`config.mk`:
```
export PLATFORM = sky130hd
export DESIGN_NAME = ptc_pipe_ctrl
export DESIGN_NICKNAME = d
export VERILOG_FILES = /design/src/design/pressure_temperature_compensation_macros.svh /design/src/design/ptc_pkg.sv /design/src/design/ptc_pipe_ctrl.sv
export SDC_FILE = /design/constraint.sdc
export NUM_CORES = 1
export LEC_CHECK = 0
export ABC_AREA = 1
export BUFFER_PORTS_ARGS = -buffer_cell sky130_fd_sc_hd__buf_2
export CAP_MARGIN = 20
export CORE_AREA = 2 2 39 41
export DETAILED_ROUTE_END_ITERATION = 8
export DIE_AREA = 0 0 41 43
export MAX_ROUTING_LAYER = met4
export PLACE_DENSITY_LB_ADDON = 0.15
export SLEW_MARGIN = 10
export SYNTH_ARGS = -nofsm -noshare
export SYNTH_HDL_FRONTEND = slang
export SYNTH_SLANG_ARGS = --single-unit
```
`constraint.sdc`:
```
create_clock -name clk -period 1.9 [get_ports clk]
set_clock_uncertainty 0.05 [all_clocks]
set_input_delay 0.095 -clock clk [delete_from_list [all_inputs] [get_ports clk]]
set_output_delay 0.095 -clock clk [all_outputs]
set_load 0.01 [all_outputs]
```
`src/design/pressure_temperature_compensation_macros.svh`:
```
// ---------------------------------------------------------------------------
// Assertion macros for the pressure and temperature compensation block
// Concurrent assertion wrappers that vanish when SYNTHESIS is defined.
// ---------------------------------------------------------------------------
`ifndef PRESSURE_TEMPERATURE_COMPENSATION_MACROS_SVH
`define PRESSURE_TEMPERATURE_COMPENSATION_MACROS_SVH
`ifndef SYNTHESIS
// Same-cycle implication, checked on every rising edge out of reset.
`define PTC_ASSERT_IMP(lbl, clk_s, rst_s, ante, cons) \
  lbl: assert property (@(posedge clk_s) disable iff (!rst_s) (ante) |-> (cons)) \
    else $error("ptc: assertion failed");
// Next-cycle implication, checked on every rising edge out of reset.
`define PTC_ASSERT_NEXT(lbl, clk_s, rst_s, ante, cons) \
  lbl: assert property (@(posedge clk_s) disable iff (!rst_s) (ante) |=> (cons)) \
    else $error("ptc: assertion failed");
`else
`define PTC_ASSERT_IMP(lbl, clk_s, rst_s, ante, cons)
`define PTC_ASSERT_NEXT(lbl, clk_s, rst_s, ante, cons)
`endif
`endif

```
`src/design/ptc_pkg.sv`:
```
`timescale 1ns / 1ps
// ---------------------------------------------------------------------------
// Compensation package
// Field widths, register codes, coefficient and pipeline control types.
// ---------------------------------------------------------------------------
package ptc_pkg;

  localparam int RAW_W     = 24;
  localparam int PRESS_W   = 30;
  localparam int TEMP_W    = 27;
  localparam int CFG_IDX_W = 2;
  localparam int CFG_DAT_W = 64;

  // Raw codes are scaled by two to the minus this.
  localparam int SCALE_SHIFT   = 19;
  localparam int MILLI_PER_DEG = 1000;

  // Register indexes of the configuration port.
  localparam logic [CFG_IDX_W-1:0] CFG_CAL_A      = 2'd0;
  localparam logic [CFG_IDX_W-1:0] CFG_CAL_B      = 2'd1;
  localparam logic [CFG_IDX_W-1:0] CFG_CAL_C      = 2'd2;
  localparam logic [CFG_IDX_W-1:0] CFG_CAL_LOADED = 2'd3;

  // Number of register stages from input to output register.
  localparam int STAGES = 9;

  typedef struct packed {
    logic               loaded;
    logic signed [11:0] c0;
    logic signed [11:0] c1;
    logic signed [19:0] c00;
    logic signed [19:0] c10;
    logic signed [15:0] c01;
    logic signed [15:0] c11;
    logic signed [15:0] c20;
    logic signed [15:0] c21;
    logic signed [15:0] c30;
  } ptc_coef_t;

  typedef struct packed {
    logic [STAGES-1:0] en;
    logic [STAGES-1:0] vld;
  } ptc_ctrl_t;

endpackage

```
`src/design/ptc_pipe_ctrl.sv`:
```
`timescale 1ns / 1ps
// ---------------------------------------------------------------------------
// Pipeline control
// Per-stage valid bits and enables; a stage advances when it is empty or
// when the stage after it advances, so bubbles are squeezed out on a stall.
// ---------------------------------------------------------------------------
module ptc_pipe_ctrl (
  input  logic               clk,
  input  logic               rst_n,
  input  logic               in_valid_i,
  output logic               in_ready_o,
  output logic               out_valid_o,
  input  logic               out_ready_i,
  output ptc_pkg::ptc_ctrl_t ctrl_o
);
  import ptc_pkg::*;

  logic [STAGES-1:0] vld_r;
  logic [STAGES-1:0] vld_nxt;
  logic [STAGES-1:0] en;

  assign en[STAGES-1] = !vld_r[STAGES-1] || out_ready_i;

  for (genvar g = 0; g < STAGES - 1; g++) begin : g_en
    assign en[g] = !vld_r[g] || en[g+1];
  end

  assign vld_nxt[0] = en[0] ? in_valid_i : vld_r[0];

  for (genvar g = 1; g < STAGES; g++) begin : g_vld
    assign vld_nxt[g] = en[g] ? vld_r[g-1] : vld_r[g];
  end

  always_ff @(posedge clk) begin
    if (!rst_n) begin
      vld_r <= '0;
    end else begin
      vld_r <= vld_nxt;
    end
  end

  assign in_ready_o  = en[0];
  assign out_valid_o = vld_r[STAGES-1];
  assign ctrl_o.en   = en;
  assign ctrl_o.vld  = vld_r;

endmodule

```
=== After elaboration in Yosys (flattened, before gate mapping) ===
Index checks and enable logic that the tools add are counted.
Widths: inputs -> output; s select.

* Register bits: 9
* Bits in latches: 0
* Bits in writable memories: 0
* ROM bits: 0
* Input port bits: 4
* Output and inout bits: 20
* Logic and storage cells: 27
* Memories: 0

* $add $sub $neg: 0
* $mul: 0
* Divide/modulo/power cells: 0
* Order comparisons: 0
* Equality and inequality tests: 0
* Shifts and indexed selects: 0
* Multiplexer cells: 0
* Bitwise operators: 0
* Reductions and logical operators: 18

{| class="wikitable"
|+ Operator list
! kind !! count
|-
| $logic_not 1->1 || 9
|-
| $logic_or 1x1->1 || 9
|}

=== Depth between registers and ports, before layout ===
Gate-level depths: netlist (run 1).

* Depth after elaboration: 10
* Gate-level depth with buffers: 7
* Mapped depth without buffers: 7

=== Worst setup path after synthesis (run 1) ===
No wires, ideal clock.

* Path kind: register to output
* From: register vld_r[8]
* To: output ctrl_o[9] in the netlist's numbering
* Data arrival time: 1265 ps
* Data required time: 1755 ps
* Slack: 490 ps
* Cell stages (with the launch flop): 7
* Path buffers: 1
* Path through: dfxtp_1 -> nand3_2 -> nor2_4 -> nand4_4 -> nor2_4 -> nand3_2 -> buf_4

{| class="wikitable"
|+ RTL lines
! element !! RTL line !! RTL
|-
| from (decl) || ptc_pipe_ctrl.sv:18 || <nowiki>logic [STAGES-1:0] vld_r;</nowiki>
|-
| from (signal assigned) || ptc_pipe_ctrl.sv:38 || <nowiki>vld_r <= vld_nxt;</nowiki>
|-
| to (decl) || ptc_pipe_ctrl.sv:14 || <nowiki>output ptc_pkg::ptc_ctrl_t ctrl_o</nowiki>
|}

=== Worst setup path in the final report (run 1) ===
* From: register vld_r[8]
* To: output in_ready_o

* Cells in the longest elaborated chain, start to end: 10

{| class="wikitable"
|+ Ends and longest elaborated chain
! element !! RTL line !! RTL
|-
| $logic_not 1->1 || ptc_pipe_ctrl.sv:22 || <nowiki>assign en[STAGES-1] = !vld_r[STAGES-1] || out_ready_i;</nowiki>
|-
| $logic_or 1x1->1 || ptc_pipe_ctrl.sv:22 ||
|-
| $logic_or 1x1->1 (8 in a row) || ptc_pipe_ctrl.sv:25 || <nowiki>assign en[g] = !vld_r[g] || en[g+1];</nowiki>
|-
| to (decl) || ptc_pipe_ctrl.sv:11 || <nowiki>output logic in_ready_o,</nowiki>
|}

No other way between the ends.

==> results of run 1 <==
[cell usage in the layout, fill, tap and decap left out]
cell,n
sky130_fd_sc_hd__dlygate4sd3_1,1
sky130_fd_sc_hd__nor2_2,1
sky130_fd_sc_hd__clkbuf_4,3
sky130_fd_sc_hd__a21oi_1,7
sky130_fd_sc_hd__nand4_4,1
sky130_fd_sc_hd__nand2_1,3
sky130_fd_sc_hd__nor2_1,2
sky130_fd_sc_hd__o21a_1,1
sky130_fd_sc_hd__inv_2,1
sky130_fd_sc_hd__nand3_2,2
sky130_fd_sc_hd__inv_1,11
sky130_fd_sc_hd__buf_2,23
sky130_fd_sc_hd__dfxtp_1,9
sky130_fd_sc_hd__clkbuf_1,1
sky130_fd_sc_hd__nor2_4,2
[power by group]
group	leakage [nW]	switching (mW)	internal [mW]
Combinational	0.149	0.00924	0.00784
Clock	0.0150	0.0688	0.0811
Sequential	0.0731	0.00305	0.192
Total	0.237	0.0811	0.281
[repair_timing]
item / 4_1_cts / 5_1_grt
endpoints found under the hold margin: 1 / 0
setup buffers: 0 / 0
endpoints found under the setup margin: 0 / 0
gates resized for setup: 0 / 0
hold buffers: 1 / 0
[cell type report]
cell class,count,share of cell area [%]
Clock buffer,4,4.98
Inverter,12,8.53
Multi-Input combinational cell,19,24.9
Sequential cell,9,34.1
Tap cell,16,3.79
Timing Repair Buffer,24,23.7
[per-layer routing]
metal | wire length (um) | part of all wire, %
met1 | 273 | 35
met2 | 397 | 52
met3 | 90 | 12
met4 | 8 | 1.0
met5 | 0 | 0
[through the flow]
| stage | worst slack (ns) | hold WS (ns) | cell area (um2) | total power, mW | util, % |
|---|---|---|---|---|---|
| floorplan | 0.490 | 0.163 | 372 | 0.207 | - |
| global placement | 0.659 | 0.272 | 492 | 0.215 | 35.5 |
| detailed placement | 0.651 | 0.268 | 492 | 0.215 | 35.5 |
| CTS | 0.361 | 0.0106 | 528 | 0.369 | 38.2 |
| global route | 0.260 | 0.0211 | 528 | 0.387 | 38.2 |
| finish | 0.376 | 0.0149 | 528 | 0.362 | 38.2 |
[logic make-up after synthesis]
logic type | share of synthesized area (%)
flip-flops | 48.5
AND/OR/NAND/NOR | 23.9
buffers and inverters | 16.2
AO/OA/AOI/OAI | 11.4
[critical path, stage by stage (launching register included)]
cell and delay, ns:
sky130_fd_sc_hd__dfxtp_1 0.37, sky130_fd_sc_hd__nand3_2 0.13, sky130_fd_sc_hd__nor2_4 0.13, sky130_fd_sc_hd__nand4_4 0.11, sky130_fd_sc_hd__nor2_4 0.14, sky130_fd_sc_hd__nand3_2 0.09, sky130_fd_sc_hd__buf_2 0.15
[path summary, 6_finish.rpt]
check	startpoint	to	slack (ns)	cells past startpoint
setup / recovery	vld_r[8]$_SDFFE_PN0P_	in_ready_o	0.38	6
setup reg to reg	vld_r[8]$_SDFFE_PN0P_	vld_r[0]$_SDFFE_PN0P_	0.70	6
hold reg to reg	vld_r[7]$_SDFFE_PN0P_	vld_r[8]$_SDFFE_PN0P_	0.42	2
hold / removal	in_valid_i	vld_r[0]$_SDFFE_PN0P_	0.01	3
==> impl_metrics.yaml, run 1 <==
finish:
  antennaDiodeCount: 0
  finish.cell_count_without_fillers: 84
  multi_input_comb_area_um2: 131
  largest_register: "vld_r"
  fillers: 149
  sequential_cell_area_um2: 180
  largest_register_ffs: 9
  nNetsFinal: 73
  biggestRegsByFlops: "vld_r (9)"
  post_route_cells_drive_above_1_share_pct: 48.5
  area.growth.synth_to_final_pct: 42.1
clock_network:
  cts.path.max_buffers: 2
  cts_tree: "yes"
  clock-root-buffer: "sky130_fd_sc_hd__clkbuf_4"
  clock_sinks: 9
  cts.clk_slew.worst_paths_ns: 0.06
  insertion_delay_to_the_later_sink_of_the_worst_skew_pair_ns: 0.26
  cts-buffers-inserted: 3
  htreeDepth: 1
logic_synthesis:
  synth_area_um2: 372
  synthDominantCellAreaShare_pct: 48.5
  synth_area_leader_cell: "sky130_fd_sc_hd__dfxtp_1"
  synth_seq_area_share_pct: 48.5
  flops_latches_synth: 9
  yosys.cell_count.top_type: "sky130_fd_sc_hd__inv_1"
  yosys-top-cells-count: "11 x sky130_fd_sc_hd__inv_1, 9 x sky130_fd_sc_hd__dfxtp_1, 7 x sky130_fd_sc_hd__a21oi_1"
  synth_area_per_cell_um2: 8.85
  synth_ff_type: "sky130_fd_sc_hd__dfxtp_1"
  netlist_top_cells_area: "sky130_fd_sc_hd__dfxtp_1 48%, sky130_fd_sc_hd__inv_1 11%, sky130_fd_sc_hd__a21oi_1 9.4%"
  yosysWarningCount: 0
  synth_async_sr_flop_share_pct: 0
  syn-num-nets: 46
  post_synth_num_cell_types: 12
  syn-instance-count: 42
  synth_enable_flop_cells: 0
worst_setup_path:
  startpoint_type: "flip-flop"
  critPathRequiredTime_ns: 1.75
  critical_path_peak_fanout: 4
  timing.critical_path.to_type: "output pin"
  setup.worst_path.class: "reg -> out"
  endpoint_arrival_time_on_the_critical_path_ns: 1.38
floorplanning:
  die_outline_height_um: 43
  start_util_pct: 26.9
  coreArea_mm2: 0.00138
  fp.dieW_um: 41
  ios: 24
  die-area_mm2: 0.00176
  number_of_rows_created_at_floorplan: 14
timing:
  tns_ns: 0
  slew_headroom_pct: 83.2
  final_period_minus_worst_setup_slack_ns: 1.52
  slew_viol_final: 0
  total_setup_violations_reported_at_the_end_of_the_flow: 0
  timing.fmax_mhz: 656
  rsz0062_at_grt: "false"
  final.period_utilization_pct: 80.2
  max_slew.worst_pin.slew_ns: 0.252
  report.final.hold_viol_count: 0
global_routing:
  globalRouteMet1Util_pct: 10.1
  grt_pass1_vias: 319
  grt_start_max_net_pins: 9
  grt_pass1_wl_um: 1260
  global_route.usage.met3_pct: 9.42
  global_routing_met2_resource_utilization_pct: 17.8
  gr-total-overflow: 0
  top_usage_layer: "met2"
  global_route_total_usage_across_every_layer_pct: 11.9
  antenna_violations_before_repair: 0
power_and_ir_drop:
  vdd_drop_max_mv: 0.423
  pwr_density_cell_mw_per_mm2: 686
  p_leak_nw: 0.237
place:
  post-place-cells: 79
  io_buffers: 23
  gp_routability_congestion: 0.578
routing:
  detailroute.via_count: 356
  pre_repair_dr_iteration_count: 4
  drt.antenna.violating_nets: 0
  routed_wl_um: 770
  avgRoutedWirePerCell_um: 9.17
  post_drt_via_cell_ratio: 4.24
  drt-initial-drc-count: 11
  drc_markers: 0
hold_path:
  min_path_type: "in -> reg"
run:
  drv_cap: 0
status:
  status: "finished, final reports clean"
(Power assumes the default switching activity.)
==> inputs of run 2 (changes only) <==
==> constraint.sdc (replaced) <==
create_clock -name clk -period 1.4 [get_ports clk]
set_clock_uncertainty 0.05 [all_clocks]
set_input_delay 0.07 -clock clk [delete_from_list [all_inputs] [get_ports clk]]
set_output_delay 0.07 -clock clk [all_outputs]
set_load 0.01 [all_outputs]
==> run 2 against run 1 <==
The run now ends with setup timing left. Combinational power rose by 55%. Flip-flop and latch count did not move. Cell area rose by 15%. Die area did not move. Clock power rose by 28%. Total power rose by 34%. Clock-buffer cell count did not move.
==> impl_metrics.yaml, run 2 (same netlist as run 1, synthesis figures left out) <==
status:
  status: "complete, but fails checks"
  failing_checks: "setup timing"
worst_setup_path:
  critical_path_peak_fanout: 4
  reg2regPathDepth: 7
  startpoint_type: "flip-flop"
  worst-r2r-setup-slack_ns: 0.15
  timing.critical_path.to_type: "output pin"
  endpoint_arrival_time_on_the_critical_path_ns: 1.29
  rr_endpoint: "vld_r[0]$_SDFFE_PN0P_"
  timing_startpoint_of_the_critical_path: "vld_r[7]$_SDFFE_PN0P_"
  setup.worst_path.class: "reg -> out"
  worstReg2RegStart: "vld_r[7]$_SDFFE_PN0P_"
  critPathRequiredTime_ns: 1.28
routing:
  drc_markers: 0
  routed_wl_um: 859
  drt-initial-drc-count: 5
  detailroute.via_count: 390
  avgRoutedWirePerCell_um: 9.34
  post_drt_via_cell_ratio: 4.24
  drt.antenna.violating_nets: 0
  pre_repair_dr_iteration_count: 4
run:
  drv_cap: 0
clock_network:
  htreeDepth: 1
  clock_sinks: 9
  cts-buffers-inserted: 3
  cts.path.max_buffers: 2
  clock-root-buffer: "sky130_fd_sc_hd__clkbuf_4"
  cts.clk_slew.worst_paths_ns: 0.06
  insertion_delay_to_the_later_sink_of_the_worst_skew_pair_ns: 0.25
  cts_tree: "yes"
timing:
  final_period_minus_worst_setup_slack_ns: 1.41
  slew_viol_final: 0
  slew_headroom_pct: 83.6
  total_setup_violations_reported_at_the_end_of_the_flow: 2
  rsz0062_at_grt: "true"
  tns_ns: -0.00993
  final.period_utilization_pct: 100
  max_slew.worst_pin.slew_ns: 0.246
  report.final.hold_viol_count: 0
  fin_ws_ns: -0.00582
  timing.fmax_mhz: 711
finish:
  layout_commonest_cell: "sky130_fd_sc_hd__buf_2"
  largest_register: "vld_r"
  design_area_um2: 606
  nNetsFinal: 81
  antennaDiodeCount: 0
  post_route_cells_drive_above_1_share_pct: 55.3
  largest_register_ffs: 9
  biggestRegsByFlops: "vld_r (9)"
  fillers: 158
  area.growth.synth_to_final_pct: 63.0
  mostFrequentLayoutCells: "23 x sky130_fd_sc_hd__buf_2, 11 x sky130_fd_sc_hd__inv_1, 7 x sky130_fd_sc_hd__a21oi_1, 7 x sky130_fd_sc_hd__buf_4, 7 x sky130_fd_sc_hd__dfxtp_1"
place:
  gp_routability_congestion: 0.612
  placement.cell_area_um2: 492
  detailedPlace.worstSlack_ns: 0.162
  io_buffers: 23
  detailed_placer_s_ending_hpwl_um: 573
floorplanning:
  die_outline_height_um: 43
  number_of_rows_created_at_floorplan: 14
  coreArea_mm2: 0.00138
  fp.dieW_um: 41
  ios: 24
  start_util_pct: 26.9
  die-area_mm2: 0.00176
global_routing:
  antenna_violations_before_repair: 0
  grt_pass1_vias: 355
  gr-total-overflow: 0
  grt_start_max_net_pins: 9
  grt_pass1_wl_um: 1390
  global_route_total_usage_across_every_layer_pct: 12.3
hold_path:
  worstHoldStart: "out_ready_i"
  hold_path_depth: 4
  worst_hold_path.endpoint: "vld_r[8]$_SDFFE_PN0P_"
  min_path_type: "in -> reg"
power_and_ir_drop:
  p_leak_nw: 0.275
  design_power_total_uw: 484
  vdd_drop_max_mv: 0.470
  pwr_density_cell_mw_per_mm2: 799
-- run 2: power breakdown --
part | internal [mW] | leakage, nW | switching (mW) | total, mW
clock | 0.109 | 0.0150 | 0.0828 | 0.192
sequential | 0.261 | 0.0741 | 0.00441 | 0.265
combinational | 0.0127 | 0.186 | 0.0138 | 0.0265
total | 0.383 | 0.275 | 0.101 | 0.484
-- run 2: worst max-delay path: stages (launching register included) --
cell	delay [ns]
sky130_fd_sc_hd__dfxtp_2	0.35
sky130_fd_sc_hd__nand3_4	0.09
sky130_fd_sc_hd__nor2_4	0.12
sky130_fd_sc_hd__nand4_4	0.10
sky130_fd_sc_hd__nor2_4	0.14
sky130_fd_sc_hd__nand3_2	0.09
sky130_fd_sc_hd__buf_2	0.15
-- run 2: stage by stage --
step	hold WS, ns	utilization [%]	instances
floorplan	0.138	-	42
global placement	0.246	35.5	79
detailed placement	0.241	35.5	79
CTS	0.0679	42.9	91
global route	0.101	43.8	92
finish	0.0778	43.8	92
-- run 2: timing repair --
action                                  in CTS  in global routing
gates resized for setup                      3                  1
hold endpoints to repair                     2                  0
cloned                                       0                  0
buffers inserted                             6                  1
hold buffers                                 2                  0
pin swaps                                    2                  2
endpoints found under the setup margin       5                  9
-- run 2: metal layers --
metal	up-vias	wire [um]	global-route usage, %
met4	0	10	8.00
met5	-	0	-
met2	17	454	18.4
met3	2	76	3.14
li1	195	-	-
met1	176	319	13.6
-- run 2: how the worst max path moves through the flow --
stage	slack (ns)	endpoint
after floorplan	0.02	ctrl_o[9]
after global placement	0.16	in_ready_o
after detailed placement	0.16	in_ready_o
after CTS	-0.07	in_ready_o
after global routing	-0.11	in_ready_o
final	-0.006	in_ready_o
-- run 2: cell type report --
cell class | instances | area [um2] | share of cell area [%]
Clock buffer | 4 | 26.3 | 4.34
Inverter | 12 | 45.0 | 7.44
Multi-Input combinational cell | 19 | 144 | 23.8
Sequential cell | 9 | 183 | 30.2
Tap cell | 16 | 20.0 | 3.31
Timing Repair Buffer | 32 | 188 | 31.0
==> inputs of run 3 (changes only) <==
--- a/config.mk
+++ b/config.mk
@@ -6,7 +6,7 @@
 export NUM_CORES = 1
 export LEC_CHECK = 0
 export ABC_AREA = 1
-export BUFFER_PORTS_ARGS = -buffer_cell sky130_fd_sc_hd__buf_2
+export BUFFER_PORTS_ARGS = -buffer_cell sky130_fd_sc_hd__buf_4
 export CAP_MARGIN = 20
 export CORE_AREA = 2 2 39 41
 export DETAILED_ROUTE_END_ITERATION = 8
==> run 3 against run 2 <==
The run still ends with setup timing left. Routed wire length is 20% higher. Clock power increased by 5%. Critical path depth unchanged. Hold slack lost 0.0061 ns. Cell count increased by 1.1%.
==> impl_metrics.yaml, run 3 (same netlist as run 1, synthesis figures left out) <==
finish:
  area.growth.synth_to_final_pct: 87.9
  largest_register: "vld_r"
  biggestRegsByFlops: "vld_r (9)"
  nNetsFinal: 82
  design_area_um2: 698
  finish.cell_count_without_fillers: 93
  mostFrequentLayoutCells: "27 x sky130_fd_sc_hd__buf_4, 11 x sky130_fd_sc_hd__inv_1, 7 x sky130_fd_sc_hd__a21oi_1, 7 x sky130_fd_sc_hd__dfxtp_1, 4 x sky130_fd_sc_hd__buf_6"
  layout_commonest_cell: "sky130_fd_sc_hd__buf_4"
  post_route_cells_drive_above_1_share_pct: 57.1
  post-route-util_pct: 50.5
  largest_register_ffs: 9
  antennaDiodeCount: 0
routing:
  post_drt_via_cell_ratio: 4.33
  pre_repair_dr_iteration_count: 3
  detailroute.via_count: 403
  drt.antenna.violating_nets: 0
  avgRoutedWirePerCell_um: 11.1
  routed_wl_um: 1040
  drt-initial-drc-count: 5
  drc_markers: 0
worst_setup_path:
  cp_cell_sequence: "nand3_4, nor2_4, nand4_4, nor2_4, nand3_4, buf_6"
  startpoint_type: "flip-flop"
  critPathRequiredTime_ns: 1.28
  critical_path_peak_fanout: 4
  critical-path-max-stage-delay_ns: 0.36
  slowest_stage: "sky130_fd_sc_hd__dfxtp_4"
  endpoint_arrival_time_on_the_critical_path_ns: 1.33
  critical_path_buffer_and_inverter_count: 1
  worstReg2RegStart: "vld_r[8]$_SDFFE_PN0P_"
  cell_family_contributing_the_most_delay_on_the_critical_path: "simple AND/OR/NAND/NOR gates"
  rr_endpoint: "vld_r[0]$_SDFFE_PN0P_"
  reg2regPathDepth: 7
  timing.critical_path.to_type: "output pin"
  setup.worst_path.class: "reg -> out"
  worst-r2r-setup-slack_ns: 0.09
place:
  detailed_placer_s_ending_hpwl_um: 581
  io_buffers: 23
  gp_routability_congestion: 0.636
  detailedPlace.worstSlack_ns: 0.139
  post-place-cells: 79
  placement.cell_area_um2: 549
timing:
  final_period_minus_worst_setup_slack_ns: 1.45
  max_slew.worst_pin.slew_ns: 0.254
  final.period_utilization_pct: 103
  tns_ns: -0.117
  total_setup_violations_reported_at_the_end_of_the_flow: 5
  timing.fmax_mhz: 692
  report.final.hold_viol_count: 0
  timing.hold.ws_ns: 0.0717
  slew_viol_final: 0
  fin_ws_ns: -0.0459
  slew_headroom_pct: 83.1
  rsz0062_at_grt: "true"
hold_path:
  hold_path_depth: 4
  worstHoldStart: "out_ready_i"
  worst_hold_path.endpoint: "vld_r[8]$_SDFFE_PN0P_"
  min_path_type: "in -> reg"
clock_network:
  clock-root-buffer: "sky130_fd_sc_hd__clkbuf_4"
  cts-buffers-inserted: 3
  insertion_delay_to_the_later_sink_of_the_worst_skew_pair_ns: 0.26
  htreeDepth: 1
  clock_sinks: 9
  cts.path.max_buffers: 2
  cts_tree: "yes"
  cts.clk_slew.worst_paths_ns: 0.06
power_and_ir_drop:
  vdd_drop_max_mv: 0.557
  switchingPower_uw: 113
  p_leak_nw: 0.310
  pwr_density_cell_mw_per_mm2: 714
  pwr-share-comb_pct: 6.3
  clock_power_share_pct: 40.6
  design_power_total_uw: 499
  internal-power_uw: 386
  seq_power_share_pct: 53.1
  switching_share_pct: 22.6
status:
  status: "complete, but fails checks"
  failing_checks: "setup timing"
floorplanning:
  coreArea_mm2: 0.00138
  fp.dieW_um: 41
  die_outline_height_um: 43
  die-area_mm2: 0.00176
  number_of_rows_created_at_floorplan: 14
  ios: 24
  start_util_pct: 26.9
global_routing:
  grt_pass1_vias: 363
  global_route_total_usage_across_every_layer_pct: 13.4
  antenna_violations_before_repair: 0
  gr-total-overflow: 0
  grt_start_max_net_pins: 9
  grt_pass1_wl_um: 1450
run:
  drv_cap: 0
==> run 3: cell types whose count changed in the layout (fill, tap and decap cells not counted), sizes merged <==
cell | previous run | this run
buf | 30 | 31
==> run 3: metal layers <==
layer	part of all wire [%]	vias up	track usage (%)	routed length (um)
li1	-	195	-	-
met1	34	186	10.4	350
met2	56	18	22.8	581
met3	8.4	4	8.38	87
met4	1.5	0	6.00	16
met5	0	-	-	0
==> run 3: cell type report <==
class	instances	area, um2
fillers	146	686
repair buffers	33	268
flip-flops and latches	9	185
multi-input cells	19	154
inverters	12	45.0
clock buffers	4	26.3
well taps	16	20.0
==> run 3: worst max-delay path by stage <==
stage,startpoint,endpoint,slack [ns],depth (start not counted)
after global routing,vld_r[8]$_SDFFE_PN0P_,in_ready_o,-0.13,6
after detailed placement,vld_r[8]$_SDFFE_PN0P_,in_ready_o,0.14,6
after floorplan,vld_r[8]$_SDFFE_PN0P_,ctrl_o[9],0.02,6
final,vld_r[8]$_SDFFE_PN0P_,in_ready_o,-0.05,6
after global placement,vld_r[8]$_SDFFE_PN0P_,in_ready_o,0.16,6
after CTS,vld_r[8]$_SDFFE_PN0P_,in_ready_o,-0.10,6
==> run 3: worst min-delay path: stages <==
cell and delay, ns:
sky130_fd_sc_hd__buf_4 0.07, sky130_fd_sc_hd__inv_1 0.06, sky130_fd_sc_hd__nand2_1 0.08, sky130_fd_sc_hd__a21oi_1 0.06
==> run 3: power by group through the flow <==
stage                     Sequential, mW  Combinational [mW]  Clock [mW]
after floorplan                    0.273             0.00839           0
after global routing               0.265              0.0345       0.227
after global placement             0.271              0.0261           0
after detailed placement           0.271              0.0259           0
final                              0.265              0.0316       0.202
after CTS                          0.263              0.0312       0.215
==> run 3: what timing repair did <==
item	4_1_cts	5_1_grt
resized for setup	8	3
hold buffers	2	0
pin swaps	3	2
endpoints found under the hold margin	2	0
buffers inserted	5	3
setup endpoints to repair	6	7
