[src/design/pressure_temperature_compensation_macros.svh]
// ---------------------------------------------------------------------------
// Assertion macros for the pressure and temperature compensation block
// Concurrent assertion wrappers that vanish when SYNTHESIS is defined.
// ---------------------------------------------------------------------------
`ifndef PRESSURE_TEMPERATURE_COMPENSATION_MACROS_SVH
`define PRESSURE_TEMPERATURE_COMPENSATION_MACROS_SVH
`ifndef SYNTHESIS
// Same-cycle implication, checked on every rising edge out of reset.
`define PTC_ASSERT_IMP(lbl, clk_s, rst_s, ante, cons) \
  lbl: assert property (@(posedge clk_s) disable iff (!rst_s) (ante) |-> (cons)) \
    else $error("ptc: assertion failed");
// Next-cycle implication, checked on every rising edge out of reset.
`define PTC_ASSERT_NEXT(lbl, clk_s, rst_s, ante, cons) \
  lbl: assert property (@(posedge clk_s) disable iff (!rst_s) (ante) |=> (cons)) \
    else $error("ptc: assertion failed");
`else
`define PTC_ASSERT_IMP(lbl, clk_s, rst_s, ante, cons)
`define PTC_ASSERT_NEXT(lbl, clk_s, rst_s, ante, cons)
`endif
`endif

[src/design/ptc_pkg.sv]
`timescale 1ns / 1ps
// ---------------------------------------------------------------------------
// Compensation package
// Field widths, register codes, coefficient and pipeline control types.
// ---------------------------------------------------------------------------
package ptc_pkg;

  localparam int RAW_W     = 24;
  localparam int PRESS_W   = 30;
  localparam int TEMP_W    = 27;
  localparam int CFG_IDX_W = 2;
  localparam int CFG_DAT_W = 64;

  // Raw codes are scaled by two to the minus this.
  localparam int SCALE_SHIFT   = 19;
  localparam int MILLI_PER_DEG = 1000;

  // Register indexes of the configuration port.
  localparam logic [CFG_IDX_W-1:0] CFG_CAL_A      = 2'd0;
  localparam logic [CFG_IDX_W-1:0] CFG_CAL_B      = 2'd1;
  localparam logic [CFG_IDX_W-1:0] CFG_CAL_C      = 2'd2;
  localparam logic [CFG_IDX_W-1:0] CFG_CAL_LOADED = 2'd3;

  // Number of register stages from input to output register.
  localparam int STAGES = 9;

  typedef struct packed {
    logic               loaded;
    logic signed [11:0] c0;
    logic signed [11:0] c1;
    logic signed [19:0] c00;
    logic signed [19:0] c10;
    logic signed [15:0] c01;
    logic signed [15:0] c11;
    logic signed [15:0] c20;
    logic signed [15:0] c21;
    logic signed [15:0] c30;
  } ptc_coef_t;

  typedef struct packed {
    logic [STAGES-1:0] en;
    logic [STAGES-1:0] vld;
  } ptc_ctrl_t;

endpackage

[src/design/ptc_cfg.sv]
`timescale 1ns / 1ps
// ---------------------------------------------------------------------------
// Calibration registers
// Holds the calibration words and unpacks the nine signed coefficients.
// ---------------------------------------------------------------------------
module ptc_cfg (
  input  logic                          clk,
  input  logic                          rst_n,
  input  logic                          wr_valid_i,
  output logic                          wr_ready_o,
  input  logic [ptc_pkg::CFG_IDX_W-1:0] wr_index_i,
  input  logic [ptc_pkg::CFG_DAT_W-1:0] wr_data_i,
  output ptc_pkg::ptc_coef_t            coef_o
);
  import ptc_pkg::*;

  logic [63:0] cal_a_r;
  logic [63:0] cal_b_r;
  logic [15:0] cal_c_r;
  logic        loaded_r;

  assign wr_ready_o = 1'b1;

  always_ff @(posedge clk) begin
    if (!rst_n) begin
      cal_a_r  <= '0;
      cal_b_r  <= '0;
      cal_c_r  <= '0;
      loaded_r <= 1'b0;
    end else if (wr_valid_i) begin
      case (wr_index_i)
        CFG_CAL_A:      cal_a_r  <= wr_data_i;
        CFG_CAL_B:      cal_b_r  <= wr_data_i;
        CFG_CAL_C:      cal_c_r  <= wr_data_i[15:0];
        CFG_CAL_LOADED: loaded_r <= wr_data_i[0];
        default: begin
        end
      endcase
    end
  end

  // Byte 0 sits in the top byte of the first word, so each field is a plain slice.
  always_comb begin
    coef_o.loaded = loaded_r;
    coef_o.c0     = $signed(cal_a_r[63:52]);
    coef_o.c1     = $signed(cal_a_r[51:40]);
    coef_o.c00    = $signed(cal_a_r[39:20]);
    coef_o.c10    = $signed(cal_a_r[19:0]);
    coef_o.c01    = $signed(cal_b_r[63:48]);
    coef_o.c11    = $signed(cal_b_r[47:32]);
    coef_o.c20    = $signed(cal_b_r[31:16]);
    coef_o.c21    = $signed(cal_b_r[15:0]);
    coef_o.c30    = $signed(cal_c_r);
  end

endmodule

[config.mk]
export PLATFORM = sky130hd
export DESIGN_NAME = ptc_cfg
export DESIGN_NICKNAME = d
export VERILOG_FILES = /design/src/design/pressure_temperature_compensation_macros.svh /design/src/design/ptc_pkg.sv /design/src/design/ptc_cfg.sv
export SDC_FILE = /design/constraint.sdc
export NUM_CORES = 1
export LEC_CHECK = 0
export BUFFER_PORTS_ARGS = -buffer_cell sky130_fd_sc_hd__buf_2
export CAP_MARGIN = 25
export CELL_PAD_IN_SITES_DETAIL_PLACEMENT = 0
export CELL_PAD_IN_SITES_GLOBAL_PLACEMENT = 1
export CORE_ASPECT_RATIO = 1.4
export CORE_MARGIN = 2
export CORE_UTILIZATION = 36
export DETAILED_ROUTE_END_ITERATION = 7
export PLACE_DENSITY_LB_ADDON = 0.1
export RECOVER_POWER = 100
export SYNTH_ARGS = -nofsm -noshare
export SYNTH_HDL_FRONTEND = slang
export SYNTH_SLANG_ARGS = --single-unit
[constraint.sdc]
create_clock -name clk -period 1 [get_ports clk]
set_input_delay 0.1 -clock clk [delete_from_list [all_inputs] [get_ports clk]]
set_output_delay 0.1 -clock clk [all_outputs]
set_load 0.005 [all_outputs]
**Word level (Yosys, flattened, before mapping)**

Index checks and enable logic that the tools add are counted.

- Register bits after elaboration: 145
- Bits of input ports: 69
- Output and inout bits: 146

- Reductions and logical operators: 5
- Equal/unequal tests: 3

Operators by type and width:

| cell | number |
|---|---|
| $reduce_and A2 Y1 | 4 |
| $eq A2 B2 Y1 const B | 2 |
| $eq A2 B1 Y1 const B | 1 |
| $logic_not A2 Y1 | 1 |

**Depth between registers and ports, before layout**

Gate-level depths: netlist (run 1).

- Depth in word-level cells: 2
- Mapped depth: 5

**Worst setup path after synthesis (run 1)**

No wires, ideal clock.

- Path kind: input to register
- From: in wr_index_i[1] (netlist name)
- To: reg cal_a_r[0]
- Cell stages on the path: 4
- Data arrival time: 789 ps
- Path slack: 139 ps
- Buffers on the path: 2
- Path through: nor3b_4 > buf_8 > buf_12 > mux2i_1

- Longest elaborated chain between the ends: 2

RTL lines:

| item | RTL line | text |
|---|---|---|
| from (decl) | ptc_cfg.sv:11 | `input logic [ptc_pkg::CFG_IDX_W-1:0] wr_index_i,` |
| $logic_not A2 Y1 | ptc_cfg.sv:31 | `case (wr_index_i)` |
| $reduce_and A2 Y1 (no source line) | - |  |
| to (signal assigned) | ptc_cfg.sv:32 | `CFG_CAL_A: cal_a_r <= wr_data_i;` |
| to (decl) | ptc_cfg.sv:17 | `logic [63:0] cal_a_r;` |

No other way between the ends.
A chain may end at the register's enable or synchronous reset.

**Worst setup path after layout (run 1)**

- From: reg cal_b_r[54]
- To: out coef_o[70] (netlist name)

RTL lines:

| item | RTL line | text |
|---|---|---|
| from (decl) | ptc_cfg.sv:18 | `logic [63:0] cal_b_r;` |
| from (signal assigned) | ptc_cfg.sv:33 | `CFG_CAL_B: cal_b_r <= wr_data_i;` |
| to (decl) | ptc_cfg.sv:13 | `output ptc_pkg::ptc_coef_t coef_o` |

No word-level cell between the ends.

==> results of run 1 <==
==> cells in the final DEF (no fill, tap or decap), types with 2 or more instances in the layout <==
cell,count
sky130_fd_sc_hd__bufinv_16,7
sky130_fd_sc_hd__dfxtp_1,79
sky130_fd_sc_hd__clkbuf_1,18
sky130_fd_sc_hd__dlygate4sd3_1,62
sky130_fd_sc_hd__buf_12,11
sky130_fd_sc_hd__inv_6,3
sky130_fd_sc_hd__nand3b_1,2
sky130_fd_sc_hd__dfxtp_2,66
sky130_fd_sc_hd__clkbuf_16,17
sky130_fd_sc_hd__buf_4,5
sky130_fd_sc_hd__buf_2,182
sky130_fd_sc_hd__nand2_1,209
sky130_fd_sc_hd__clkbuf_2,22
sky130_fd_sc_hd__mux2i_1,145
sky130_fd_sc_hd__buf_6,3
==> kinds of logic (layout without fill, tap and decap cells) <==
logic type             count (synthesis)  after routing
other                                  1              1
and+or+nand+nor                      213            213
muxes                                145            145
buffers and inverters                 41            333
DFF                                  145            145
==> what timing repair did <==
action,in CTS,in global routing
hold buffers,62,0
pin swaps,0,0
endpoints found under the setup margin,8,61
resized for setup,8,62
hold endpoints to repair,129,0
==> power breakdown <==
group | switching [W] | internal, W
sequential | 0.000102 | 0.00600
clock | 0.00248 | 0.00502
combinational | 0.000607 | 0.000680
==> stage by stage <==
| stage | area (um2) | instances |
|---|---|---|
| after floorplan | 5563 | 545 |
| after global placement | 6859 | 936 |
| after detailed placement | 6859 | 936 |
| after CTS | 8185 | 1029 |
| after global routing | 8197 | 1029 |
| final | 8197 | 1029 |
==> flip-flops by register name, indices dropped and copies added (netlist names) <==
name      count
loaded_r      1
cal_a_r      64
cal_b_r      64
cal_c_r      16
==> per-layer routing <==
metal / share of wire, % / wire [um]
met1: 41 / 6068
met2: 49 / 7223
met3: 7.2 / 1058
met4: 2.5 / 371
met5: 0 / 0
==> worst min path at each step <==
stage,startpoint,endpoint,slack (ns)
after floorplan,wr_data_i[16],cal_b_r[16],0.26
after global placement,wr_data_i[17],cal_a_r[17],0.37
after detailed placement,wr_data_i[24],cal_b_r[24],0.38
after CTS,wr_data_i[9],cal_b_r[9],0.0002
after global routing,wr_data_i[0],cal_c_r[0],0.03
final,wr_data_i[9],cal_b_r[9],0.02
==> area by class of cell <==
class,instances,area [um2],share of cell area [%]
clock buffers,19,442.9,5.404
clock inverters,12,252.7,3.083
multi-input cells,359,2278,27.80
flip-flops and latches,145,2985,36.42
well taps,192,240.2,2.931
repair buffers,302,1997,24.36
==> flow_results.xml, run 1 <==
<?xml version="1.0" encoding="UTF-8"?>
<metrics>
  <group name="critical_path">
    <metric name="ff2ff_path_depth" unit="">2</metric>
    <metric name="critical-path-top-delay-family" unit="">flip-flops</metric>
    <metric name="timing.setup.critical_path_class" unit="">reg -&gt; out</metric>
    <metric name="crit_start" unit="">cal_b_r[54]</metric>
    <metric name="worst_r2r_startpoint" unit="">cal_b_r[8]</metric>
    <metric name="capturing_point_of_the_worst_reg2reg_path" unit="">cal_b_r[8]</metric>
    <metric name="crit_arrival" unit="ns">0.87</metric>
    <metric name="worstSetupEndpoint" unit="">coef_o[70]</metric>
    <metric name="largest_stage_delay_on_the_critical_path" unit="ns">0.32</metric>
    <metric name="path_buf_inv" unit="">1</metric>
    <metric name="timing.reg2reg.setup_slack" unit="ns">0.37</metric>
    <metric name="number_of_cells_on_the_critical_path" unit="">1</metric>
    <metric name="critical_path.cell_chain" unit="">clkbuf_1</metric>
    <metric name="cp_max_stage_cell" unit="">sky130_fd_sc_hd__dfxtp_1</metric>
    <metric name="category_of_the_worst_setup_path_launch_point" unit="">flip-flop</metric>
    <metric name="critical_path_peak_fanout" unit="">2</metric>
    <metric name="endpoint_kind" unit="">output port</metric>
    <metric name="cp.required" unit="ns">0.90</metric>
  </group>
  <group name="place">
    <metric name="place_hpwl" unit="um">10420</metric>
    <metric name="place.gp.congestion" unit="">0.7280</metric>
    <metric name="pre_cts_ws" unit="ns">-0.1542</metric>
    <metric name="io_buffer_count" unit="">213</metric>
  </group>
  <group name="logic_synthesis">
    <metric name="synthArstFlopShare" unit="%">0</metric>
    <metric name="synth_top_family_by_area" unit="">multiplexers</metric>
    <metric name="synth-edff-count" unit="">0</metric>
    <metric name="yosys_warnings" unit="">0</metric>
    <metric name="synthDominantCellAreaShare" unit="%">52.18</metric>
    <metric name="yosys.area.top_type" unit="">sky130_fd_sc_hd__dfxtp_1</metric>
    <metric name="synth_cell_types" unit="">13</metric>
    <metric name="post_synthesis_compound_gate_area_fraction" unit="%">0</metric>
    <metric name="avgSynthCellArea" unit="um2">10.21</metric>
    <metric name="synth_mux_area_share" unit="%">26.09</metric>
    <metric name="synth_area" unit="um2">5563</metric>
    <metric name="post_synth_fa_ha_maj_area_fraction" unit="%">0</metric>
    <metric name="synth_xor_area_share" unit="%">0</metric>
    <metric name="postSynthRegisterBits" unit="">145</metric>
    <metric name="yosys-top-cells-area" unit="">sky130_fd_sc_hd__dfxtp_1 52%, sky130_fd_sc_hd__mux2i_1 26%, sky130_fd_sc_hd__nand2_1 14%, sky130_fd_sc_hd__buf_12 2.2%, sky130_fd_sc_hd__buf_8 1.9%</metric>
    <metric name="syn_nets" unit="">614</metric>
    <metric name="synthesized_instance_count" unit="">545</metric>
    <metric name="post_synth_and_or_nand_nor_area_fraction" unit="%">14.80</metric>
    <metric name="synth-seq-area-share" unit="%">52.18</metric>
    <metric name="yosys-top-cells-count" unit="">209 x sky130_fd_sc_hd__nand2_1, 145 x sky130_fd_sc_hd__dfxtp_1, 145 x sky130_fd_sc_hd__mux2i_1, 14 x sky130_fd_sc_hd__buf_2</metric>
    <metric name="synthFlopType" unit="">sky130_fd_sc_hd__dfxtp_1</metric>
    <metric name="yosysMostFrequentCell" unit="">sky130_fd_sc_hd__nand2_1</metric>
  </group>
  <group name="grt">
    <metric name="grt_first_pass_wirelength" unit="um">22550</metric>
    <metric name="grt_usage" unit="%">17.66</metric>
    <metric name="grt_overflow_total" unit="">0</metric>
    <metric name="grt_start_max_net_pins" unit="">52</metric>
    <metric name="most_used_routing_layer" unit="">met2</metric>
    <metric name="grt_antenna_before_repair" unit="">0</metric>
    <metric name="grtUsageMet3" unit="%">5.852</metric>
    <metric name="via_count_of_the_first_global_routing_pass" unit="">4681</metric>
    <metric name="met1_usage_grt" unit="%">20.16</metric>
    <metric name="use_met2" unit="%">29.81</metric>
  </group>
  <group name="run_status">
    <metric name="status" unit="">finished clean</metric>
  </group>
  <group name="clock_tree">
    <metric name="clock_tree.buffer_depth" unit="">2</metric>
    <metric name="clk-insertion-delay-late" unit="ns">0.41</metric>
    <metric name="post_cts.repair.setup_buffers" unit="">0</metric>
    <metric name="cts.htree.levels" unit="">4</metric>
    <metric name="cts_sinks" unit="">145</metric>
    <metric name="root_buffer" unit="">sky130_fd_sc_hd__clkbuf_16</metric>
    <metric name="tritoncts" unit="">done</metric>
    <metric name="cts_buffer_count" unit="">17</metric>
    <metric name="clkTransAtPathRegs" unit="ns">0.07</metric>
  </group>
  <group name="power">
    <metric name="power_density" unit="nW/um2">1816</metric>
    <metric name="ir_drop" unit="mV">0.8844</metric>
    <metric name="power.total" unit="W">0.01488</metric>
    <metric name="power_leakage" unit="nW">4.133</metric>
  </group>
  <group name="timing">
    <metric name="tns" unit="ns">0</metric>
    <metric name="timing.final.crit_share" unit="%">97.01</metric>
    <metric name="min_period" unit="ns">0.9701</metric>
    <metric name="slew_at_the_pin_with_the_worst_max_slew_slack" unit="ns">0.5263</metric>
    <metric name="setup_slack_after_layout" unit="ns">0.02992</metric>
    <metric name="final_max_slew_viol_count" unit="">0</metric>
    <metric name="finalSetupViolations" unit="">0</metric>
    <metric name="timing_hold_violations_final" unit="">0</metric>
    <metric name="hold-worst-slack" unit="ns">0.01823</metric>
    <metric name="max-slew-margin-rel" unit="%">64.91</metric>
    <metric name="clock_skew" unit="ns">0</metric>
    <metric name="clock.fmax" unit="MHz">1031</metric>
  </group>
  <group name="cells_and_area">
    <metric name="final.fill_count" unit="">1411</metric>
    <metric name="finalNetCount" unit="">894</metric>
    <metric name="post_synthesis_to_final_layout_area_growth" unit="%">47.35</metric>
    <metric name="fin_util" unit="%">54.45</metric>
    <metric name="drive_above_1_share" unit="%">38.23</metric>
    <metric name="antennaDiodeCount" unit="">0</metric>
  </group>
  <group name="route">
    <metric name="detail_route.vias_per_cell" unit="">4.474</metric>
    <metric name="drt_total_wl" unit="um">14720</metric>
    <metric name="ant_nets" unit="">0</metric>
    <metric name="detailedRoute.firstIterationViolations" unit="">124</metric>
    <metric name="routed_wire_length_per_instance" unit="um">14.31</metric>
    <metric name="remaining_drc_errors" unit="">0</metric>
    <metric name="num_vias" unit="">4604</metric>
    <metric name="drt-pass1-iter-count" unit="">4</metric>
  </group>
  <group name="floorplanning">
    <metric name="floorplan.die.width" unit="um">109.1</metric>
    <metric name="core-area" unit="um2">15050</metric>
    <metric name="fp.dieH" unit="um">151.1</metric>
    <metric name="ioPinCount" unit="">215</metric>
    <metric name="die_area" unit="um2">16480</metric>
    <metric name="initial_standard_cell_utilization_of_the_core" unit="%">36.95</metric>
    <metric name="placement_rows" unit="">53</metric>
  </group>
  <group name="flow_run">
    <metric name="maxCapViolCount" unit="">0</metric>
  </group>
  <group name="min_path">
    <metric name="number_of_cells_on_the_worst_hold_path" unit="">3</metric>
    <metric name="min_path_type" unit="">in -&gt; reg</metric>
  </group>
</metrics>
(Power assumes the default switching activity.)
==> inputs of run 2 (changes only) <==
- ABC_AREA: default -> 1
- CORE_UTILIZATION: 36 -> 34
- GPL_ROUTABILITY_DRIVEN: default -> 0
==> run 2 against run 1 <==
Utilization is 4.3 points lower. Total power is 2.1% lower. Synthesized area is 10% higher. Final area is 8.8% higher. Count of clock-buffer cells in the layout stayed put. First-iteration DRC count grew to 2.7 times the previous value. Sequential power is 3% higher. Non-clock buffer count is 5 higher. Global-route usage is 0.57 points higher. Synthesized cell count is 72% higher. Via count is 33% higher. Critical path depth stayed put. Largest cell class unchanged. Largest power group unchanged.
==> flow_results.xml, run 2 <==
<?xml version="1.0" encoding="UTF-8"?>
<metrics>
  <group name="logic_synthesis">
    <metric name="synth-seq-area-share" unit="%">47.41</metric>
    <metric name="synth_cell_types" unit="">11</metric>
    <metric name="yosys-top-cells-count" unit="">227 x sky130_fd_sc_hd__nor2_1, 226 x sky130_fd_sc_hd__nand2_1, 147 x sky130_fd_sc_hd__inv_1, 145 x sky130_fd_sc_hd__dfxtp_1, 67 x sky130_fd_sc_hd__nand3_1</metric>
    <metric name="synthDominantCellAreaShare" unit="%">47.41</metric>
    <metric name="synth_area" unit="um2">6122</metric>
    <metric name="yosysMostFrequentCell" unit="">sky130_fd_sc_hd__nor2_1</metric>
    <metric name="avgSynthCellArea" unit="um2">6.513</metric>
    <metric name="syn_nets" unit="">1009</metric>
    <metric name="yosys-top-cells-area" unit="">sky130_fd_sc_hd__dfxtp_1 47%, sky130_fd_sc_hd__nor2_1 14%, sky130_fd_sc_hd__nand2_1 14%, sky130_fd_sc_hd__inv_1 9.0%, sky130_fd_sc_hd__nand3_1 5.5%</metric>
    <metric name="yosys.area.top_type" unit="">sky130_fd_sc_hd__dfxtp_1</metric>
    <metric name="synthFlopType" unit="">sky130_fd_sc_hd__dfxtp_1</metric>
    <metric name="synthesized_instance_count" unit="">940</metric>
    <metric name="synth-edff-count" unit="">0</metric>
    <metric name="synthArstFlopShare" unit="%">0</metric>
    <metric name="yosys_warnings" unit="">0</metric>
    <metric name="postSynthRegisterBits" unit="">145</metric>
  </group>
  <group name="critical_path">
    <metric name="timing.setup.critical_path_class" unit="">reg -&gt; out</metric>
    <metric name="ff2ff_path_depth" unit="">3</metric>
    <metric name="timing.reg2reg.setup_slack" unit="ns">0.28</metric>
    <metric name="cp_max_stage_cell" unit="">sky130_fd_sc_hd__dfxtp_1</metric>
    <metric name="endpoint_kind" unit="">output port</metric>
    <metric name="path_buf_inv" unit="">1</metric>
    <metric name="critical_path_peak_fanout" unit="">2</metric>
    <metric name="category_of_the_worst_setup_path_launch_point" unit="">flip-flop</metric>
    <metric name="worst_r2r_startpoint" unit="">cal_a_r[54]</metric>
    <metric name="crit_arrival" unit="ns">0.88</metric>
    <metric name="cp.required" unit="ns">0.90</metric>
    <metric name="critical_path.cell_chain" unit="">buf_2</metric>
    <metric name="largest_stage_delay_on_the_critical_path" unit="ns">0.34</metric>
    <metric name="critical-path-top-delay-family" unit="">flip-flops</metric>
    <metric name="capturing_point_of_the_worst_reg2reg_path" unit="">cal_a_r[54]</metric>
  </group>
  <group name="place">
    <metric name="place_hpwl" unit="um">11710</metric>
    <metric name="io_buffer_count" unit="">213</metric>
    <metric name="place_area" unit="um2">7591</metric>
  </group>
  <group name="power">
    <metric name="power.total" unit="W">0.01457</metric>
    <metric name="power_leakage" unit="nW">4.797</metric>
    <metric name="ir_drop" unit="mV">1.020</metric>
    <metric name="power_density" unit="nW/um2">1634</metric>
  </group>
  <group name="timing">
    <metric name="max-slew-margin-rel" unit="%">63.39</metric>
    <metric name="grt_setup_unrepaired" unit="">true</metric>
    <metric name="min_period" unit="ns">0.9760</metric>
    <metric name="finalSetupViolations" unit="">0</metric>
    <metric name="timing_hold_violations_final" unit="">0</metric>
    <metric name="timing.final.crit_share" unit="%">97.60</metric>
    <metric name="final_max_slew_viol_count" unit="">0</metric>
    <metric name="clock.fmax" unit="MHz">1025</metric>
    <metric name="slew_at_the_pin_with_the_worst_max_slew_slack" unit="ns">0.5492</metric>
    <metric name="clock_skew" unit="ns">0</metric>
  </group>
  <group name="clock_tree">
    <metric name="cts_buffer_count" unit="">17</metric>
    <metric name="cts.htree.levels" unit="">4</metric>
    <metric name="tritoncts" unit="">done</metric>
    <metric name="root_buffer" unit="">sky130_fd_sc_hd__clkbuf_16</metric>
    <metric name="clkTransAtPathRegs" unit="ns">0.06</metric>
    <metric name="clk-insertion-delay-late" unit="ns">0.41</metric>
    <metric name="cts_sinks" unit="">145</metric>
    <metric name="clock_tree.buffer_depth" unit="">2</metric>
  </group>
  <group name="route">
    <metric name="drt_total_wl" unit="um">17530</metric>
    <metric name="drt-pass1-iter-count" unit="">4</metric>
    <metric name="detail_route.vias_per_cell" unit="">4.222</metric>
    <metric name="routed_wire_length_per_instance" unit="um">12.06</metric>
    <metric name="num_vias" unit="">6139</metric>
    <metric name="ant_nets" unit="">0</metric>
    <metric name="detailedRoute.firstIterationViolations" unit="">330</metric>
    <metric name="remaining_drc_errors" unit="">0</metric>
  </group>
  <group name="cells_and_area">
    <metric name="fin_util" unit="%">50.15</metric>
    <metric name="final_cell_area" unit="um2">8917</metric>
    <metric name="finalNetCount" unit="">1272</metric>
    <metric name="layout.cells.most_common_list" unit="">226 x sky130_fd_sc_hd__nand2_1, 226 x sky130_fd_sc_hd__nor2_1, 147 x sky130_fd_sc_hd__inv_1</metric>
    <metric name="antennaDiodeCount" unit="">0</metric>
    <metric name="drive_above_1_share" unit="%">23.81</metric>
    <metric name="post_synthesis_to_final_layout_area_growth" unit="%">45.66</metric>
    <metric name="largestRegisters" unit="">cal_a_r (64), cal_b_r (64), cal_c_r (16)</metric>
    <metric name="final.fill_count" unit="">1919</metric>
  </group>
  <group name="grt">
    <metric name="grt_usage" unit="%">18.23</metric>
    <metric name="grt_antenna_before_repair" unit="">0</metric>
    <metric name="grt_start_max_net_pins" unit="">59</metric>
    <metric name="grt_first_pass_wirelength" unit="um">28100</metric>
    <metric name="via_count_of_the_first_global_routing_pass" unit="">5528</metric>
    <metric name="grt_overflow_total" unit="">0</metric>
  </group>
  <group name="min_path">
    <metric name="min_path_type" unit="">in -&gt; reg</metric>
    <metric name="hp-start" unit="">rst_n</metric>
    <metric name="number_of_cells_on_the_worst_hold_path" unit="">3</metric>
    <metric name="whs_endpoint" unit="">cal_b_r[7]</metric>
  </group>
  <group name="floorplanning">
    <metric name="floorplan.die.width" unit="um">117.4</metric>
    <metric name="placement_rows" unit="">58</metric>
    <metric name="initial_standard_cell_utilization_of_the_core" unit="%">34.43</metric>
    <metric name="core-area" unit="um2">17780</metric>
    <metric name="fp.dieH" unit="um">162.8</metric>
    <metric name="die_area" unit="um2">19110</metric>
    <metric name="ioPinCount" unit="">215</metric>
  </group>
  <group name="run_status">
    <metric name="status" unit="">finished clean</metric>
  </group>
  <group name="flow_run">
    <metric name="maxCapViolCount" unit="">0</metric>
  </group>
</metrics>
run 2: changes by cell type after synthesis, moves of 3 or more:
cell	before	now
sky130_fd_sc_hd__mux2i_1	145	0
sky130_fd_sc_hd__buf_2	14	51
sky130_fd_sc_hd__buf_8	7	0
sky130_fd_sc_hd__nor2_1	0	227
sky130_fd_sc_hd__buf_1	0	8
sky130_fd_sc_hd__nand3_1	1	67
sky130_fd_sc_hd__clkbuf_1	7	2
sky130_fd_sc_hd__buf_12	6	0
sky130_fd_sc_hd__a21oi_1	0	64
sky130_fd_sc_hd__nand2_1	209	226
sky130_fd_sc_hd__buf_4	5	2
sky130_fd_sc_hd__inv_1	0	147
run 2: repair_timing:
item / 4_1_cts / 5_1_grt
endpoints found under the setup margin: 15 / 98
gates resized for setup: 15 / 109
endpoints found under the hold margin: 82 / 0
hold buffers: 64 / 0
buffers inserted: 0 / 2
run 2: cell families (layout without fill, tap and decap cells):
group / Yosys count / in the layout / share of synthesized area, %
AOI/OAI and AO/OA: 64 / 64 / 5.232
buffers and inverters: 210 / 484 / 14.04
DFF: 145 / 145 / 47.41
other: 1 / 1 / 0.06125
and+or+nand+nor: 520 / 520 / 33.25
run 2: metrics by stage:
stage                     setup TNS (ns)  hold slack [ns]  instances  worst slack (ns)
after global routing             -0.1463          0.02513       1454         -0.007005
after detailed placement        -0.07865           0.3494       1358          -0.01395
after floorplan                        0           0.2349        940            0.1785
after global placement         -0.004667           0.3454       1358         -0.002927
after CTS                              0          0.02314       1452          0.001017
final                                  0          0.03053       1454           0.02404
run 2: final cells by class:
class                      count  area, um2  share of cell area, %
timing repair buffer         307       2095                  23.49
clock buffer                  19      442.9                  4.967
inverter                     147      551.8                  6.188
multi-input combinational    585       2380                  26.69
tap                          240      300.3                  3.367
clock inverter                11      140.1                  1.571
sequential                   145       3008                  33.73
run 2: worst max-delay path by stage:
stage	to	depth (start not counted)	slack (ns)	from
after floorplan	cal_a_r[63]	6	0.18	wr_index_i[1]
after global placement	cal_a_r[28]	7	-0.003	wr_index_i[1]
after detailed placement	cal_a_r[31]	7	-0.01	wr_index_i[1]
after CTS	coef_o[57]	1	0.001	cal_b_r[41]
after global routing	coef_o[74]	1	-0.007	cal_b_r[58]
final	coef_o[125]	1	0.02	cal_a_r[45]
run 2: where the power goes:
group	internal, W	switching (W)	leakage, nW
logic	0.000887	0.00101	3.29
clock network	0.00395	0.00246	0.288
registers	0.00612	0.000151	1.22
run 2: layer usage:
metal	global-route usage (%)	vias to the layer above	part of all wire [%]
met5	0	-	0
met4	5.860	0	1.8
met3	5.602	17	5.5
met2	30.81	154	48
met1	22.22	2665	44
li1	-	3303	-
==> inputs of run 3 (changes only) <==
- CORE_ASPECT_RATIO: 1.4 -> 1.75
- SETUP_SLACK_MARGIN: default -> 0.5
- SLEW_MARGIN: default -> 40
==> run 3 against run 2 <==
The flow now finishes with violations (negative hold slack). Fmax fell by 1.5%. Hold slack got worse by 0.12 ns. Sequential power rose by 1%. Non-clock buffer count rose by 21. Final area rose by 23%.
==> flow_results.xml, run 3 (synthesized netlist as in run 2, its figures left out) <==
<?xml version="1.0" encoding="UTF-8"?>
<metrics>
  <group name="run_status">
    <metric name="status" unit="">finished, violations left</metric>
    <metric name="violations" unit="">negative hold slack</metric>
  </group>
  <group name="route">
    <metric name="ant_nets" unit="">0</metric>
    <metric name="remaining_drc_errors" unit="">0</metric>
    <metric name="num_vias" unit="">6525</metric>
    <metric name="routed_wire_length_per_instance" unit="um">14.41</metric>
    <metric name="detail_route.vias_per_cell" unit="">4.451</metric>
    <metric name="drt-pass1-iter-count" unit="">4</metric>
    <metric name="detailedRoute.firstIterationViolations" unit="">144</metric>
    <metric name="drt_total_wl" unit="um">21130</metric>
  </group>
  <group name="critical_path">
    <metric name="largest_stage_delay_on_the_critical_path" unit="ns">0.35</metric>
    <metric name="timing.reg2reg.setup_slack" unit="ns">0.22</metric>
    <metric name="worst_r2r_startpoint" unit="">cal_a_r[24]</metric>
    <metric name="cp_max_stage_cell" unit="">sky130_fd_sc_hd__dfxtp_2</metric>
    <metric name="ff2ff_path_depth" unit="">4</metric>
    <metric name="cp.required" unit="ns">0.90</metric>
    <metric name="crit_arrival" unit="ns">0.89</metric>
    <metric name="endpoint_kind" unit="">output port</metric>
    <metric name="critical_path.cell_chain" unit="">buf_2</metric>
    <metric name="timing.setup.critical_path_class" unit="">reg -&gt; out</metric>
    <metric name="critical_path_peak_fanout" unit="">2</metric>
    <metric name="capturing_point_of_the_worst_reg2reg_path" unit="">cal_a_r[24]</metric>
    <metric name="critical-path-top-delay-family" unit="">flip-flops</metric>
    <metric name="category_of_the_worst_setup_path_launch_point" unit="">flip-flop</metric>
    <metric name="path_buf_inv" unit="">1</metric>
  </group>
  <group name="cells_and_area">
    <metric name="drive_above_1_share" unit="%">56.28</metric>
    <metric name="finalNetCount" unit="">1293</metric>
    <metric name="largestRegisters" unit="">cal_a_r (64), cal_b_r (64), cal_c_r (16)</metric>
    <metric name="fin_cells" unit="">1466</metric>
    <metric name="fin_util" unit="%">62.79</metric>
    <metric name="most_common_library_cell_in_the_layout_ignoring_fill_and_taps" unit="">sky130_fd_sc_hd__nor2_1</metric>
    <metric name="antennaDiodeCount" unit="">0</metric>
    <metric name="layout.cells.most_common_list" unit="">194 x sky130_fd_sc_hd__nor2_1, 173 x sky130_fd_sc_hd__nand2_1, 141 x sky130_fd_sc_hd__dfxtp_2</metric>
    <metric name="post_synthesis_to_final_layout_area_growth" unit="%">79.85</metric>
    <metric name="final.fill_count" unit="">1605</metric>
  </group>
  <group name="clock_tree">
    <metric name="clkTransAtPathRegs" unit="ns">0.06</metric>
    <metric name="tritoncts" unit="">done</metric>
    <metric name="cts.htree.levels" unit="">4</metric>
    <metric name="cts_sinks" unit="">145</metric>
    <metric name="clock_tree.buffer_depth" unit="">2</metric>
    <metric name="clk-insertion-delay-late" unit="ns">0.42</metric>
    <metric name="cts_buffer_count" unit="">17</metric>
    <metric name="root_buffer" unit="">sky130_fd_sc_hd__clkbuf_16</metric>
  </group>
  <group name="floorplanning">
    <metric name="placement_rows" unit="">64</metric>
    <metric name="fp.dieH" unit="um">181.5</metric>
    <metric name="die_area" unit="um2">19140</metric>
    <metric name="core-area" unit="um2">17540</metric>
    <metric name="floorplan.die.width" unit="um">105.4</metric>
    <metric name="initial_standard_cell_utilization_of_the_core" unit="%">34.91</metric>
    <metric name="ioPinCount" unit="">215</metric>
  </group>
  <group name="min_path">
    <metric name="number_of_cells_on_the_worst_hold_path" unit="">3</metric>
    <metric name="whs_endpoint" unit="">cal_b_r[33]</metric>
    <metric name="min_path_type" unit="">in -&gt; reg</metric>
    <metric name="hp-start" unit="">wr_data_i[33]</metric>
  </group>
  <group name="timing">
    <metric name="timing.final.crit_share" unit="%">99.13</metric>
    <metric name="grt_setup_unrepaired" unit="">true</metric>
    <metric name="final_max_slew_viol_count" unit="">0</metric>
    <metric name="hold-worst-slack" unit="ns">-0.08788</metric>
    <metric name="setup_slack_after_layout" unit="ns">0.008705</metric>
    <metric name="clock.fmax" unit="MHz">1009</metric>
    <metric name="finalSetupViolations" unit="">0</metric>
    <metric name="min_period" unit="ns">0.9913</metric>
    <metric name="clock_skew" unit="ns">0</metric>
    <metric name="timing_hold_violations_final" unit="">81</metric>
  </group>
  <group name="power">
    <metric name="pwr-share-comb" unit="%">17.3</metric>
    <metric name="power_leakage" unit="nW">5.564</metric>
    <metric name="ir_drop" unit="mV">0.8923</metric>
    <metric name="power_density" unit="nW/um2">1477</metric>
    <metric name="share_seq_of_total_power" unit="%">39.1</metric>
    <metric name="power.switching_fraction" unit="%">24.89</metric>
    <metric name="internal-power" unit="W">0.01221</metric>
    <metric name="power_frac_clock" unit="%">43.7</metric>
    <metric name="p_sw" unit="W">0.004048</metric>
  </group>
  <group name="grt">
    <metric name="grt_start_max_net_pins" unit="">65</metric>
    <metric name="grt_overflow_total" unit="">0</metric>
    <metric name="via_count_of_the_first_global_routing_pass" unit="">5940</metric>
    <metric name="grt_first_pass_wirelength" unit="um">30690</metric>
    <metric name="grt_antenna_before_repair" unit="">0</metric>
    <metric name="grt_usage" unit="%">20.19</metric>
  </group>
  <group name="flow_run">
    <metric name="maxCapViolCount" unit="">0</metric>
  </group>
  <group name="place">
    <metric name="place.detailed.instances" unit="">1356</metric>
    <metric name="pre_cts_ws" unit="ns">-0.06631</metric>
    <metric name="io_buffer_count" unit="">213</metric>
    <metric name="place_hpwl" unit="um">12020</metric>
  </group>
</metrics>
run 3: cell count changes in the layout (fill, tap and decap cells not counted), sizes merged:
cell	change
clkinv	-6
clkbuf	-60
dlygate4sd3	-64
bufinv	+2
inv	+1
buf	+147
clkinvlp	+1
run 3: how the worst max path moves through the flow:
stage / startpoint / end / cells after the start
5_1_grt: wr_index_i[1] / cal_a_r[63] / 9
3_3_place_gp: wr_index_i[1] / cal_a_r[21] / 7
3_5_place_dp: wr_index_i[1] / cal_a_r[22] / 7
2_1_floorplan: wr_index_i[1] / cal_a_r[0] / 6
6_report: cal_b_r[24] / coef_o[40] / 1
4_1_cts: cal_b_r[24] / coef_o[40] / 1
run 3: layer usage:
metal / wire, um / up-vias / GRT usage (%)
met3: 1072 / 27 / 5.456
met2: 11340 / 155 / 36.41
met5: 0 / - / 0
met1: 8282 / 2999 / 22.53
li1: - / 3344 / -
met4: 440 / 0 / 7.040
run 3: power groups by stage:
stage               Combinational (W)  Clock [W]  Sequential [W]
floorplan                    0.000996          0         0.00638
global placement              0.00180          0         0.00635
detailed placement            0.00180          0         0.00635
CTS                           0.00243    0.00726         0.00633
global route                  0.00308    0.00747         0.00638
finish                        0.00281    0.00710         0.00635
run 3: worst reg2reg max path: stages, from the launching register on:
cell and delay, ns:
sky130_fd_sc_hd__dfxtp_2 0.33, sky130_fd_sc_hd__buf_6 0.11, sky130_fd_sc_hd__buf_6 0.10, sky130_fd_sc_hd__a21oi_2 0.08, sky130_fd_sc_hd__nor2_1 0.05
run 3: final cells by class:
cell class | count | area (um2) | share of cell area (%)
Tap cell | 231 | 289.0 | 2.625
Timing Repair Buffer | 328 | 3269 | 29.69
Sequential cell | 145 | 3079 | 27.97
Clock inverter | 9 | 178.9 | 1.625
Multi-Input combinational cell | 585 | 3152 | 28.62
Inverter | 147 | 571.8 | 5.193
Clock buffer | 21 | 470.5 | 4.273
run 3: stage by stage:
| step | hold slack (ns) | setup TNS [ns] | cell area [um2] | power, W |
|---|---|---|---|---|
| 2_1_floorplan | 0.2158 | 0 | 6411 | 0.007378 |
| 5_1_grt | -0.08740 | -0.2632 | 11010 | 0.01694 |
| 6_report | -0.08788 | 0 | 11010 | 0.01626 |
| 4_1_cts | -0.1023 | -0.01355 | 10070 | 0.01603 |
| 3_3_place_gp | 0.3421 | -1.333 | 7746 | 0.008146 |
| 3_5_place_dp | 0.3434 | -3.494 | 7746 | 0.008154 |
run 3: timing repair:
action	CTS	global route
resized for setup	339	192
gates cloned	12	8
buffers inserted	24	36
setup endpoints to repair	290	290
pin swaps	40	57
hold endpoints to repair	95	73
